File: src/sv/csw_pkg.sv
`default_nettype none

package csw_pkg;

    // Request codes carried in the req_type field.
    localparam logic [1:0] REQ_READ  = 2'd0;
    localparam logic [1:0] REQ_WRITE = 2'd1;
    localparam logic [1:0] REQ_FLUSH = 2'd2;

    // Result status codes.
    localparam logic [2:0] ST_DONE     = 3'd0;
    localparam logic [2:0] ST_FULL     = 3'd1;
    localparam logic [2:0] ST_UNMAPPED = 3'd2;
    localparam logic [2:0] ST_EMPTY    = 3'd3;
    localparam logic [2:0] ST_CHANGED  = 3'd4;
    localparam logic [2:0] ST_SAME     = 3'd5;

    // Fixed read values.
    localparam logic [7:0] REVISION_VALUE = 8'h01;
    localparam logic [7:0] UNMAPPED_VALUE = 8'hFF;

    // Register indexes on the configuration port.
    localparam logic [2:0] REG_DEVICE_ID    = 3'd0;
    localparam logic [2:0] REG_ADDR_DEV_ID  = 3'd1;
    localparam logic [2:0] REG_ADDR_HW_REV  = 3'd2;
    localparam logic [2:0] REG_ADDR_SW_REV  = 3'd3;
    localparam logic [2:0] REG_ADDR_CELL    = 3'd4;
    localparam logic [2:0] REG_CELL_DEFAULT = 3'd5;

    // Register reset values.
    localparam logic [7:0] RST_DEVICE_ID    = 8'd0;
    localparam logic [7:0] RST_ADDR_DEV_ID  = 8'd0;
    localparam logic [7:0] RST_ADDR_HW_REV  = 8'd1;
    localparam logic [7:0] RST_ADDR_SW_REV  = 8'd2;
    localparam logic [7:0] RST_ADDR_CELL    = 8'd16;
    localparam logic [7:0] RST_CELL_DEFAULT = 8'd255;

    localparam int APB_ADDR_W = 5;
    localparam int APB_DATA_W = 32;

    typedef struct packed {
        logic [1:0] req_type;
        logic [7:0] address;
        logic [7:0] write_value;
    } t_in_word;

    typedef struct packed {
        logic [7:0] read_data;
        logic [2:0] status;
    } t_out_word;

    // One buffered write.
    typedef struct packed {
        logic [7:0] address;
        logic [7:0] value;
    } t_entry;

    // Configuration register contents.
    typedef struct packed {
        logic [7:0] device_id;
        logic [7:0] addr_device_id;
        logic [7:0] addr_hw_revision;
        logic [7:0] addr_sw_revision;
        logic [7:0] addr_stored_cell;
        logic [7:0] cell_default;
    } t_cfg;

endpackage

`default_nettype wire

File: src/sv/csw_ram.sv
`default_nettype none

module csw_ram #(
    parameter int WIDTH = 16,
    parameter int DEPTH = 4
) (
    input  wire logic                     i_clk,
    input  wire logic                     i_we,
    input  wire logic [$clog2(DEPTH)-1:0] i_waddr,
    input  wire logic [WIDTH-1:0]         i_wdata,
    input  wire logic [$clog2(DEPTH)-1:0] i_raddr,
    output      logic [WIDTH-1:0]         o_rdata
);

    logic [WIDTH-1:0] r_mem [DEPTH];
    logic [WIDTH-1:0] r_rdata;

    // One write port and one registered read port.
    always_ff @(posedge i_clk) begin
        if (i_we) begin
            r_mem[i_waddr] <= i_wdata;
        end
        r_rdata <= r_mem[i_raddr];
    end

    assign o_rdata = r_rdata;

endmodule

`default_nettype wire

File: src/sv/csw_cfg.sv
`default_nettype none

module csw_cfg
    import csw_pkg::*;
(
    input  wire logic                  i_clk,
    input  wire logic                  i_rst_n,
    input  wire logic                  psel,
    input  wire logic                  penable,
    input  wire logic                  pwrite,
    input  wire logic [APB_ADDR_W-1:0] paddr,
    input  wire logic [APB_DATA_W-1:0] pwdata,
    output      logic [APB_DATA_W-1:0] prdata,
    output      logic                  pready,
    output      t_cfg                  o_cfg,
    output      logic                  o_seed
);

    t_cfg       r_cfg;
    logic       wr_en;
    logic [2:0] reg_idx;
    logic [7:0] wr_byte;
    logic [7:0] rd_byte;

    assign pready  = 1'b1;
    assign reg_idx = paddr[APB_ADDR_W-1:2];
    assign wr_en   = psel & penable & pwrite & pready;
    assign wr_byte = pwdata[7:0];

    // Register writes; anything beyond the list is ignored.
    always_ff @(posedge i_clk) begin
        if (!i_rst_n) begin
            r_cfg.device_id        <= RST_DEVICE_ID;
            r_cfg.addr_device_id   <= RST_ADDR_DEV_ID;
            r_cfg.addr_hw_revision <= RST_ADDR_HW_REV;
            r_cfg.addr_sw_revision <= RST_ADDR_SW_REV;
            r_cfg.addr_stored_cell <= RST_ADDR_CELL;
            r_cfg.cell_default     <= RST_CELL_DEFAULT;
        end else if (wr_en) begin
            case (reg_idx)
                REG_DEVICE_ID:    r_cfg.device_id        <= wr_byte;
                REG_ADDR_DEV_ID:  r_cfg.addr_device_id   <= wr_byte;
                REG_ADDR_HW_REV:  r_cfg.addr_hw_revision <= wr_byte;
                REG_ADDR_SW_REV:  r_cfg.addr_sw_revision <= wr_byte;
                REG_ADDR_CELL:    r_cfg.addr_stored_cell <= wr_byte;
                REG_CELL_DEFAULT: r_cfg.cell_default     <= wr_byte;
                default: ;
            endcase
        end
    end

    // Read mux.
    always_comb begin
        case (reg_idx)
            REG_DEVICE_ID:    rd_byte = r_cfg.device_id;
            REG_ADDR_DEV_ID:  rd_byte = r_cfg.addr_device_id;
            REG_ADDR_HW_REV:  rd_byte = r_cfg.addr_hw_revision;
            REG_ADDR_SW_REV:  rd_byte = r_cfg.addr_sw_revision;
            REG_ADDR_CELL:    rd_byte = r_cfg.addr_stored_cell;
            REG_CELL_DEFAULT: rd_byte = r_cfg.cell_default;
            default:          rd_byte = 8'd0;
        endcase
    end

    assign prdata = {{(APB_DATA_W-8){1'b0}}, rd_byte};
    assign o_cfg  = r_cfg;

    // Writing the default value also reseeds the persistent cell.
    assign o_seed = wr_en && (reg_idx == REG_CELL_DEFAULT);

endmodule

`default_nettype wire

File: src/sv/config_store_write_buffer.sv
// Configuration store with a ring write buffer in front of one persistent cell.
// Requests arrive on the input channel (i_in_valid / o_in_stall) as one word
// holding req_type, address and write_value; each request gives exactly one
// result word on the output channel (o_out_valid / i_out_stall).
// The block handles one request at a time and stalls its input until the
// result has been taken. Path from acceptance to result valid:
//   write, unknown request, read of a special address: straight to the result
//   flush: S_FL_RD, one read of the buffer RAM at the head, then S_FL_CMP
//     (empty ring: straight to the result)
//   read of a buffered or ordinary address: S_SCAN over the n buffered entries
//     (at most QUEUE_DEPTH-1); the scan compares one RAM entry per cycle.
// A new request is accepted the cycle after the result is taken.
// Write the registers through the APB-style port only while the block is idle;
// the block does not enforce it. Reset empties the ring, loads the registers
// with their reset values and seeds the cell with the default value. While the
// receiver stalls, the result word holds and no new request is accepted.
`default_nettype none

module config_store_write_buffer
    import csw_pkg::*;
#(
    parameter int QUEUE_DEPTH = 4
) (
    input  wire logic                  i_clk,
    input  wire logic                  i_rst_n,
    input  wire logic                  i_in_valid,
    output      logic                  o_in_stall,
    input  wire t_in_word              i_in_word,
    output      logic                  o_out_valid,
    input  wire logic                  i_out_stall,
    output      t_out_word             o_out_word,
    input  wire logic                  psel,
    input  wire logic                  penable,
    input  wire logic                  pwrite,
    input  wire logic [APB_ADDR_W-1:0] paddr,
    input  wire logic [APB_DATA_W-1:0] pwdata,
    output      logic [APB_DATA_W-1:0] prdata,
    output      logic                  pready
);

    localparam int IW = $clog2(QUEUE_DEPTH);
    localparam logic [IW-1:0] LAST_IDX = IW'(QUEUE_DEPTH - 1);

    typedef enum logic [2:0] {
        S_IDLE,
        S_SCAN,
        S_FL_RD,
        S_FL_CMP,
        S_RESP
    } t_state;

    function automatic logic [IW-1:0] ring_next(input logic [IW-1:0] idx);
        ring_next = (idx == LAST_IDX) ? '0 : idx + 1'b1;
    endfunction

    t_state        r_state;
    logic [IW-1:0] r_head;
    logic [IW-1:0] r_tail;
    logic [IW-1:0] r_ptr;
    logic [IW-1:0] r_left;
    logic          r_vld;
    logic          r_hit;
    logic [7:0]    r_hdata;
    logic [7:0]    r_addr;
    logic [7:0]    r_cell;
    t_out_word     r_out;

    t_cfg          cfg;
    logic          seed;
    t_entry        wr_entry;
    t_entry        rd_entry;
    logic          in_acc;
    logic          ram_we;
    logic          ring_full;
    logic          ring_empty;
    logic          wr_mapped;
    logic [IW:0]   fill_diff;
    logic [IW:0]   fill_cnt;

    csw_cfg u_cfg (
        .i_clk   (i_clk),
        .i_rst_n (i_rst_n),
        .psel    (psel),
        .penable (penable),
        .pwrite  (pwrite),
        .paddr   (paddr),
        .pwdata  (pwdata),
        .prdata  (prdata),
        .pready  (pready),
        .o_cfg   (cfg),
        .o_seed  (seed)
    );

    // Ring storage: written at the tail, read at the scan pointer.
    csw_ram #(
        .WIDTH ($bits(t_entry)),
        .DEPTH (QUEUE_DEPTH)
    ) u_ram (
        .i_clk   (i_clk),
        .i_we    (ram_we),
        .i_waddr (r_tail),
        .i_wdata (wr_entry),
        .i_raddr (r_ptr),
        .o_rdata (rd_entry)
    );

    // Handshake and ring status.
    assign o_in_stall  = (r_state != S_IDLE);
    assign in_acc      = i_in_valid && !o_in_stall;
    assign o_out_valid = (r_state == S_RESP);
    assign o_out_word  = r_out;

    assign ring_full  = (ring_next(r_tail) == r_head);
    assign ring_empty = (r_head == r_tail);
    assign wr_mapped  = (i_in_word.address == cfg.addr_stored_cell);
    assign ram_we     = in_acc && (i_in_word.req_type == REQ_WRITE) && wr_mapped && !ring_full;

    assign wr_entry.address = i_in_word.address;
    assign wr_entry.value   = i_in_word.write_value;

    // Number of buffered entries, head to tail around the ring.
    assign fill_diff = {1'b0, r_tail} - {1'b0, r_head};
    assign fill_cnt  = (r_tail < r_head) ? fill_diff + (IW+1)'(QUEUE_DEPTH) : fill_diff;

    // Sequencer: state, ring pointers, cell and result word.
    always_ff @(posedge i_clk) begin
        if (!i_rst_n) begin
            r_state <= S_IDLE;
            r_head  <= '0;
            r_tail  <= '0;
            r_cell  <= RST_CELL_DEFAULT;
            r_vld   <= 1'b0;
        end else begin
            if (seed) begin
                r_cell <= pwdata[7:0];
            end
            case (r_state)
                S_IDLE: begin
                    if (in_acc) begin
                        r_out.read_data <= 8'd0;
                        r_out.status    <= ST_DONE;
                        r_state         <= S_RESP;
                        case (i_in_word.req_type)
                            REQ_READ: begin
                                if (i_in_word.address == cfg.addr_device_id) begin
                                    r_out.read_data <= cfg.device_id;
                                end else if (i_in_word.address == cfg.addr_hw_revision ||
                                             i_in_word.address == cfg.addr_sw_revision) begin
                                    r_out.read_data <= REVISION_VALUE;
                                end else begin
                                    r_ptr   <= r_head;
                                    r_left  <= fill_cnt[IW-1:0];
                                    r_vld   <= 1'b0;
                                    r_hit   <= 1'b0;
                                    r_addr  <= i_in_word.address;
                                    r_state <= S_SCAN;
                                end
                            end
                            REQ_WRITE: begin
                                if (!wr_mapped) begin
                                    r_out.status <= ST_UNMAPPED;
                                end else if (ring_full) begin
                                    r_out.status <= ST_FULL;
                                end else begin
                                    r_tail <= ring_next(r_tail);
                                end
                            end
                            REQ_FLUSH: begin
                                if (ring_empty) begin
                                    r_out.status <= ST_EMPTY;
                                end else begin
                                    r_ptr   <= r_head;
                                    r_state <= S_FL_RD;
                                end
                            end
                            default: ;
                        endcase
                    end
                end
                S_SCAN: begin
                    // Oldest to newest, so the last hit is the newest value.
                    if (r_vld && rd_entry.address == r_addr) begin
                        r_hit   <= 1'b1;
                        r_hdata <= rd_entry.value;
                    end
                    r_vld <= (r_left != '0);
                    if (r_left != '0) begin
                        r_ptr  <= ring_next(r_ptr);
                        r_left <= r_left - 1'b1;
                    end else if (!r_vld) begin
                        if (r_hit) begin
                            r_out.read_data <= r_hdata;
                        end else if (r_addr == cfg.addr_stored_cell) begin
                            r_out.read_data <= r_cell;
                        end else begin
                            r_out.read_data <= UNMAPPED_VALUE;
                        end
                        r_state <= S_RESP;
                    end
                end
                S_FL_RD: begin
                    r_state <= S_FL_CMP;
                end
                S_FL_CMP: begin
                    // Drain the oldest entry; skip the cell write when unmapped or unchanged.
                    if (rd_entry.address == cfg.addr_stored_cell &&
                        rd_entry.value != r_cell) begin
                        r_cell       <= rd_entry.value;
                        r_out.status <= ST_CHANGED;
                    end else begin
                        r_out.status <= ST_SAME;
                    end
                    r_head  <= ring_next(r_head);
                    r_state <= S_RESP;
                end
                S_RESP: begin
                    if (!i_out_stall) begin
                        r_state <= S_IDLE;
                    end
                end
                default: r_state <= S_IDLE;
            endcase
        end
    end

    // The head moves only when a flush drains an entry.
    a_head_on_flush: assert property (@(posedge i_clk) disable iff (!i_rst_n)
        (r_head != $past(r_head)) |-> ($past(r_state) == S_FL_CMP))
        else $error("ring head moved outside a flush");

    // The tail moves only on an accepted write.
    a_tail_on_write: assert property (@(posedge i_clk) disable iff (!i_rst_n)
        (r_tail != $past(r_tail)) |-> $past(ram_we))
        else $error("ring tail moved without a buffered write");

    // No request is taken while a result waits.
    a_no_accept_busy: assert property (@(posedge i_clk) disable iff (!i_rst_n)
        o_out_valid |-> o_in_stall)
        else $error("input accepted while a result is pending");

    // A buffered write never fills the last ring slot.
    a_no_overfill: assert property (@(posedge i_clk) disable iff (!i_rst_n)
        ram_we |=> (r_head != r_tail))
        else $error("ring wrapped onto its head");

endmodule

`default_nettype wire

File: config.mk
export PLATFORM = sky130hd
export DESIGN_NAME = config_store_write_buffer
export DESIGN_NICKNAME = d
export VERILOG_FILES = /design/src/sv/csw_pkg.sv /design/src/sv/csw_ram.sv /design/src/sv/csw_cfg.sv /design/src/sv/config_store_write_buffer.sv
export SDC_FILE = /design/constraint.sdc
export NUM_CORES = 1
export LEC_CHECK = 0
export BUFFER_PORTS_ARGS = -buffer_cell sky130_fd_sc_hd__buf_2
export CAP_MARGIN = 20
export CORE_UTILIZATION = 58
export DETAILED_ROUTE_END_ITERATION = 8
export GPL_TIMING_DRIVEN = 0
export MAX_ROUTING_LAYER = met4
export PLACE_DENSITY = 0.92
export SLEW_MARGIN = 10
export SYNTH_ARGS = -nofsm -noshare
export SYNTH_HDL_FRONTEND = slang
export SYNTH_SLANG_ARGS = --single-unit
File: constraint.sdc
create_clock -name i_clk -period 2.8 [get_ports i_clk]
set_input_delay 0.42 -clock i_clk [delete_from_list [all_inputs] [get_ports i_clk]]
set_output_delay 0.42 -clock i_clk [all_outputs]
set_load 0.01 [all_outputs]
# ---- Yosys cells after proc, flatten, opt, wreduce, memory -nomap -nowiden
# Memories as Yosys holds them, arrays and structs flattened. A register that Yosys moved wholly into a read port is not among the register bits.
# Index checks and enable logic that the tools add are counted.
dict set report classes {
  add_sub_neg 6
  multipliers 0
  div_mod_pow 0
  n_lt_le_gt_ge 1
  n_eq_ne 37
  shift 0
  muxes 54
  bitwise_logic 5
  reduce_logical 33
}
# cell count
set ops {}
lappend ops {{two-way mux 8 bit} 9}
lappend ops {{equality test 8 bit} 7}
lappend ops {{case mux 8 bit (6 select lines)} 1}
lappend ops {{two-way mux 2 bit} 16}
lappend ops {{two-way mux 3 bit} 7}
lappend ops {{inequality test 2 bit, second input constant} 8}
lappend ops {{case mux 2 bit (2 select lines)} 4}
lappend ops {{case mux 8 bit (2 select lines)} 1}
lappend ops {{case mux 3 bit (5 select lines)} 1}
lappend ops {{AND reduction 5 bit} 3}
lappend ops {{AND reduction 7 bit} 2}
lappend ops {{equality test 3 x 2 -> 1 bit, second input constant} 4}
lappend ops {{case mux 3 bit (2 select lines)} 2}
lappend ops {{AND reduction 2 bit} 6}
lappend ops {{two-way mux 11 bit} 1}
lappend ops {{two-way mux 1 bit} 10}
lappend ops {{equality test 3 bit, second input constant} 3}
lappend ops {{inequality test 3 bit, second input constant} 3}
lappend ops {{adder 2 x 1 -> 2 bit, second input constant} 4}
lappend ops {{equality test 2 bit, second input constant} 4}
lappend ops {{inequality test 8 bit} 1}
lappend ops {{AND reduction 8 bit} 1}
lappend ops {{logical AND 1 bit} 7}
lappend ops {{equality test 3 x 1 -> 1 bit, second input constant} 2}
lappend ops {{other kinds (19)} 29}
dict set report word_totals {
  reg_bits 96
  latch_bits 0
  ramBits 64
  rom_bits 0
  inputBits 62
  out_inout_bits 46
  elab_cells 155
  memories 1
}
# name words width rd rd_ports_with_merged_regs wr line_no
set memory_table {}
lappend memory_table {u_ram.r_mem 4 16 1 1 1 csw_ram.sv:15} ;# logic [WIDTH-1:0] r_mem [DEPTH];

# ---- Depth between registers and ports, before layout
# Gate-level depths: netlist of the first run.
dict set report depth {
  depth_word 8
  mapped_depth 8
  ltp_nobuf 7
}

# ---- Hierarchy
# From an unflattened synthesis of the first run, not the netlist that was laid out.
dict set report hier_totals {
  hier_cells 653
  hier_area_um2 8101.5
}
# mod n_inst cells_per_inst area_per_inst_um2 seq_area_each_um2
set by_module_without_submodules {}
lappend by_module_without_submodules {config_store_write_buffer 1 290 2989.1 1281.2}
lappend by_module_without_submodules {csw_ram 1 104 2697.6 2242.2}
lappend by_module_without_submodules {csw_cfg 1 259 2414.8 960.9}

# ---- Worst setup path after synthesis of the first run
# OpenSTA, ideal clock, no wires.
dict set report synth_timing {
  path_kind {register -> register}
  startpoint {register r_tail[0]}
  endpoint {memory u_ram.r_mem[3][0], enable pin}
  t_arrival_ns 1.909
  setup_slack_ns 0.517
  stages_incl_launch_ff 7
  n_path_buf 0
  period_less_slack_ns 2.283
  cell_sequence {dfxtp_1 -> inv_1 -> ha_1 -> xor2_1 -> o211ai_1 -> nor4_2 -> and2_1}
}
dict set report synth_via {
  elab_chain_cells 7
  elab_cells_between_ends 8
}
# item line_no
set synth_lines {}
lappend synth_lines {{start, declared} config_store_write_buffer.sv:58} ;# logic [IW-1:0] r_tail;
lappend synth_lines {{start signal, assigned} config_store_write_buffer.sv:165} ;# r_tail <= ring_next(r_tail);
lappend synth_lines {{adder 2 x 1 -> 2 bit / equality test 2 bit (equally long branches)} config_store_write_buffer.sv:53} ;# ring_next = (idx == LAST_IDX) ? '0 : idx + 1'b1;
lappend synth_lines {{two-way mux 2 bit} config_store_write_buffer.sv:53}
lappend synth_lines {{equality test 2 bit} config_store_write_buffer.sv:113} ;# assign ring_full = (ring_next(r_tail) == r_head);
lappend synth_lines {{logical NOT 1 bit} config_store_write_buffer.sv:116} ;# assign ram_we = in_acc && (i_in_word.req_type == REQ_WRITE) && wr_mapped && !ring_full;
lappend synth_lines {{logical AND 1 bit} config_store_write_buffer.sv:116}
lappend synth_lines {{two-way mux 1 bit} csw_ram.sv:20} ;# if (i_we) begin
lappend synth_lines {{two-way mux 1 bit (not written as such)} csw_ram.sv:21} ;# r_mem[i_waddr] <= i_wdata;
lappend synth_lines {{end, declared} csw_ram.sv:15}
# Parallel ways exist; a longest one is shown, timed or not.

# ---- Worst setup path in the final report of the first run
dict set report layout_timing {
  startpoint {input paddr[3]}
  endpoint {output prdata[3]}
}
dict set report layout_via {
  elab_chain_cells 2
  elab_cells_between_ends 7
}
# item line_no
set layout_lines {}
lappend layout_lines {{start, declared} config_store_write_buffer.sv:35} ;# input wire logic [APB_ADDR_W-1:0] paddr,
lappend layout_lines {{equality test 3 bit (tied with other cells)} csw_cfg.sv:54} ;# case (reg_idx)
lappend layout_lines {{case mux 8 bit (6 select lines) *} csw_cfg.sv:54}
lappend layout_lines {{end, declared} config_store_write_buffer.sv:37} ;# output logic [APB_DATA_W-1:0] prdata,
# Mark *: on every way between the ends. The rest lies on a longest branch, timed or not.

==> results of run 1 <==
-- layer usage --
layer  vias up  GRT usage, %  wire length (um)  share of wire, %
met5         -             -                 0                 0
met4         0          13.1               666               3.6
met3        49          6.67              1460               7.9
met2       302          42.3              8920                48
met1      2601          34.3              7510                40
li1       2548             -                 -                 -
-- critical path, cell delays in order --
cell and delay [ps]:
clkbuf_1 340, buf_1 420, clkbuf_1 410, a31oi_1 150, o221ai_1 210, buf_2 170
-- per-stage QoR --
stage | hold WS (ps) | setup WS (ps) | cells | power (W) | utilization [%]
final | 196 | 262 | 965 | 0.00550 | 67.7
after global routing | 189 | 115 | 964 | 0.00567 | 67.7
after CTS | 183 | 133 | 964 | 0.00551 | 67.6
after detailed placement | 457 | -211 | 932 | 0.00321 | 63.4
after global placement | 445 | -74.0 | 932 | 0.00321 | 63.4
after floorplan | 435 | 517 | 700 | 0.00308 | -
-- cells in the mapped netlist, types with 2 or more instances --
master	number
nor3_2	2
mux4_2	16
o31ai_1	3
conb_1	2
inv_1	12
buf_4	35
mux2i_1	61
a21boi_0	2
nor2b_1	43
mux2_2	13
o21ai_0	12
xnor2_1	36
nand4_1	9
nor4_1	7
a31oi_1	4
edfxtp_1	96
and2_1	5
o221ai_1	4
nand2_1	48
a21oi_1	9
and3_1	4
ha_1	11
a22oi_1	5
a211oi_1	3
nand2b_1	4
nand3b_1	3
buf_1	2
nor3b_1	3
buf_2	11
o2bb2ai_1	7
nor2_1	32
dfxtp_1	80
nand3_1	16
xor2_1	31
nor3_1	5
clkbuf_1	21
o22ai_1	3
-- state kept, by name (all words and copies together), names as in the netlist --
signal and flops:
u_ram.r_mem 64, u_cfg.o_cfg 48, u_ram.o_rdata 16, o_out_word 11, r_addr 8, r_cell 8, r_hdata 8, r_state 3
r_head 2, r_left 2, r_ptr 2, r_tail 2, r_hit 1, r_vld 1
-- where the power goes --
| part | internal [W] | total (W) | leakage (nW) | switching (W) |
|---|---|---|---|---|
| clock | 0.00137 | 0.00233 | 0.280 | 0.000958 |
| sequential | 0.00275 | 0.00277 | 1.52 | 0.0000212 |
| combinational | 0.000163 | 0.000400 | 1.69 | 0.000237 |
-- kinds of logic (layout without fill, tap and decap cells) --
family / after synthesis / count (layout) / share of synthesized area, %
compound gates: 62 / 62 / 5.27
xor+xnor: 67 / 67 / 7.16
fa+ha+maj: 11 / 11 / 1.68
buf+inv: 82 / 166 / 5.53
flops: 176 / 176 / 54.7
mux: 90 / 90 / 13.6
other cells: 2 / 26 / 0.0916
simple gates: 187 / 187 / 11.9
-- layout make-up --
cell class | instances | area, um^2 | share of cell area (%)
plain buffers | 69 | 404 | 4.32
repair buffers | 52 | 260 | 2.78
well taps | 180 | 225 | 2.41
multi-input cells | 442 | 3360 | 35.9
clock inverters | 7 | 100 | 1.07
inverters | 13 | 48.8 | 0.521
clock buffers | 25 | 477 | 5.09
diodes | 1 | 2.50 | 0.0267
flip-flops and latches | 176 | 4480 | 47.9
-- worst paths after layout --
check,cells past startpoint,from,endpoint,slack [ps]
setup / recovery,6,paddr[3],prdata[3],260
hold / removal,1,i_in_word[7],u_ram.r_mem[1][7],200
setup reg to reg,6,r_tail[0],u_ram.r_mem[1][14],280
hold reg to reg,2,u_cfg.o_cfg[4],u_cfg.o_cfg[4],470
-- timing repair --
action / in CTS / in global routing
buffers inserted: 0 / 0
hold buffers: 0 / 0
endpoints found under the setup margin: 64 / 64
gates resized for setup: 4 / 1
==> impl_metrics.ini, run 1 <==
[setup_path]
worst_setup_path_start_kind = primary input
worstSetupPathType = in2out
end_kind = output pin
arrival_ps = 2120
critPathRequiredTime_ps = 2380
cp_max_fo = 10

[cts]
cts_root_buffer = clkbuf_16
clock_path_buffers = 2
clock_latency_ps = 440
cts_tree = yes
cts_made_buffers = 17
htree_levels = 4
clock_sinks = 176
path_clk_slew_ps = 60

[logic_synthesis]
synth_edf_count = 96
syn_area_um2 = 8200
ys.flop_type = edfxtp_1
synth_top_area_share_pct = 35.2
synth_cell_type_count = 54
ys_ff_latch = 176
avgSynthCellArea_um2 = 12.1
synth_seq_area_share_pct = 54.7
synthesis.instances = 677
synth_area_leader_cell = edfxtp_1
ys_top_cells_by_area = edfxtp_1 (35%), dfxtp_1 (20%), mux2i_1 (7.4%)
async_flop_share_pct = 0
yosysWarningCount = 0

[power_and_ir_drop]
powerDensity_nw_per_um2 = 588
ir_drop_mv = 0.636
leakagePower_nw = 3.49

[timing]
finalSetupTns_ps = 0
maxSlewHeadroom_pct = 44.9
finalSetupViolCount = 0
rsz0062_at_grt = false
finalCritPeriodShare_pct = 90.7
fmax_mhz = 394
hold_violations = 0
worst_slew_pin_slew_ps = 823
finClkSkew_ps = 15.7
slew_violations = 0
fin_crit_ps = 2540

[floorplanning]
fp-row-count = 43
die_y_um = 121
core_region_area_um2 = 13800
dieWidth_um = 121
die-area_um2 = 14600
ios = 108
initial_core_util_pct = 59.3

[route]
wl_mm = 18.6
vias = 5500
drc = 0
via_per_inst = 5.70
ant_nets = 0
wl_per_cell_um = 19.2
drtIter0Drc = 570
firstDrtPassIters = 6

[placement]
portBuffers = 52
placed_area_um2 = 8770
dpl.hpwl_mm = 12.9
gp_congestion = 0.956

[worst_hold_path]
holdCritPathClass = in2reg

[final_layout]
area_growth_pct = 14.2
layout-drive-gt1-share_pct = 20.9
fin_area_um2 = 9360
final_common_cell = edfxtp_1
nFillCells = 954
mostFrequentLayoutCells = edfxtp_1 (96), dfxtp_1 (80), buf_2 (63), mux2i_1 (61), nand2_1 (48)
fin_nets = 844

[global_routing]
antenna_found_initial = 0
grt_overflow_total = 0
grt_max_degree = 17
grt_pass1_vias = 5221
track_usage_pct = 27.5
grt_pass1_wl_mm = 28.5

[outcome]
status = complete, no violations

[flow_run]
cap_violations = 0
(Power assumes the default switching activity.)
==> run 2: changes to the inputs <==
Settings changed: ABC_AREA set to 1.
==> impl_metrics.ini, run 2 <==
[final_layout]
nFillCells = 1019
final_common_cell = nand2_1
fin_nets = 1088
fin_area_um2 = 9480
layout-drive-gt1-share_pct = 15.3
largest-register = u_ram.r_mem
largest_reg_flops = 64
final_util_pct = 68.5
area_growth_pct = 15.7
n_antenna_cell = 0
mostFrequentLayoutCells = nand2_1 (162), nor2_1 (127), edfxtp_1 (96), o21ai_0 (87), inv_1 (82)

[logic_synthesis]
yosysMostFrequentCell = nand2_1
synth_top_area_share_pct = 35.2
syn_area_um2 = 8190
synthesis.instances = 913
synth_cell_type_count = 43
synth_area_leader_cell = edfxtp_1
async_flop_share_pct = 0
synthAdderAreaFrac_pct = 1.68
synthXorXnorAreaFrac_pct = 4.06
ys.flop_type = edfxtp_1
synth_compound_area_share_pct = 12.4
synth_top_family_by_area = simple AND/OR/NAND/NOR gates
synth.area.mux_share_pct = 0
synth_seq_area_share_pct = 54.7
ys_ff_latch = 176
avgSynthCellArea_um2 = 8.97
yosys-top-cells-count = nand2_1 (162), nor2_1 (131), edfxtp_1 (96)
synth_edf_count = 96
yosysWarningCount = 0
yosys.area_share.simple_pct = 18.7
ys_top_cells_by_area = edfxtp_1 (35%), dfxtp_1 (20%), nand2_1 (7.4%)

[global_routing]
track_usage_pct = 29.9
antenna_found_initial = 0
grt_max_degree = 17
grt_pass1_wl_mm = 31.6
grt_pass1_vias = 6252
grt_overflow_total = 0

[route]
ant_nets = 0
drc = 0
via_per_inst = 5.70
wl_per_cell_um = 17.1
vias = 6883
drtIter0Drc = 850
wl_mm = 20.6
firstDrtPassIters = 5

[cts]
clock_sinks = 176
clock_path_buffers = 2
clock_latency_ps = 440
path_clk_slew_ps = 60
cts_tree = yes
cts_root_buffer = clkbuf_16
cts_made_buffers = 17
cts_hold_buf = 0
htree_levels = 4

[floorplanning]
die-area_um2 = 14600
fp-row-count = 43
ios = 108
initial_core_util_pct = 59.3
core_region_area_um2 = 13800
die_y_um = 121
dieWidth_um = 121

[timing]
finClkSkew_ps = 12.7
worst_slew_pin_slew_ps = 851
slew_violations = 0
maxSlewHeadroom_pct = 42.8
fmax_mhz = 374
finalSetupViolCount = 0
finalWorstSetupSlack_ps = 123
fin_crit_ps = 2680
rsz0062_at_grt = false
hold_violations = 0
finalCritPeriodShare_pct = 95.6

[power_and_ir_drop]
leakagePower_nw = 3.93
powerDensity_nw_per_um2 = 585
ir_drop_mv = 0.529

[flow_run]
cap_violations = 0

[placement]
place_ws_ps = -319
gp_congestion = 1.03
dpl.hpwl_mm = 14.4
portBuffers = 55
placed_area_um2 = 8800

[setup_path]
worstSetupPathType = reg2reg
end_kind = flip-flop
cp_max_fo = 15
worst_setup_path_start_kind = flip-flop
arrival_ps = 2820
critPathRequiredTime_ps = 2950

[outcome]
status = complete, no violations

[worst_hold_path]
holdCritPathClass = in2reg
[run 2: logic make-up after synthesis]
group,Yosys count
simple gates,362
compound gates,178
flops,176
buf+inv,146
xor+xnor,38
fa+ha+maj,11
other cells,2
[run 2: critical path: stages (launching register included)]
cell,delay [ps]
dfxtp_1,450
inv_1,100
ha_1,320
inv_1,90
nand2_1,50
nor3b_1,160
nor3_1,380
nand2_1,390
nor2_4,250
buf_12,170
[run 2: worst paths after layout]
| path | slack [ps] | end | cells past startpoint | startpoint |
|---|---|---|---|---|
| setup / recovery | 120 | u_ram.r_mem[2][9] | 9 | r_tail[1] |
| hold / removal | 190 | u_ram.r_mem[0][4] | 1 | i_in_word[4] |
| setup reg to reg | 120 | u_ram.r_mem[2][9] | 9 | r_tail[1] |
| hold reg to reg | 480 | r_hdata[3] | 0 | u_ram.o_rdata[3] |
[run 2: where the power goes]
| group | internal (W) | leakage (nW) | switching [W] |
|---|---|---|---|
| sequential | 0.00276 | 1.52 | 0.0000302 |
| clock | 0.00134 | 0.283 | 0.000989 |
| combinational | 0.000143 | 2.12 | 0.000277 |
[run 2: through the flow]
step           std cells  setup TNS (ps)  hold WS, ps  total power (W)
2_1_floorplan        936               0          430          0.00310
3_3_place_gp        1171          -39530          453          0.00324
3_5_place_dp        1171          -18270          459          0.00325
4_1_cts             1203           -5570          181          0.00554
5_1_grt             1208               0          189          0.00570
6_report            1208               0          188          0.00554
[run 2: what timing repair did]
| item | 4_1_cts | 5_1_grt |
|---|---|---|
| pin swaps | 0 | 4 |
| setup endpoints to repair | 64 | 64 |
| buffers inserted | 0 | 4 |
| gates resized for setup | 1 | 3 |
[run 2: per-layer routing]
metal	up-vias	part of all wire (%)	GRT usage (%)
li1	3226	-	-
met4	0	4.8	18.0
met1	3129	39	37.2
met3	76	10	6.39
met2	452	46	44.8
met5	-	0	-
[run 2: layout make-up]
| type | count | area, um^2 | area share (%) |
|---|---|---|---|
| Buffer | 55 | 333 | 3.51 |
| Inverter | 91 | 352 | 3.71 |
| Tap cell | 180 | 225 | 2.38 |
| Clock inverter | 12 | 130 | 1.37 |
| Sequential cell | 176 | 4480 | 47.3 |
| Clock buffer | 20 | 447 | 4.71 |
| Timing Repair Buffer | 60 | 360 | 3.80 |
| Multi-Input combinational cell | 614 | 3150 | 33.2 |
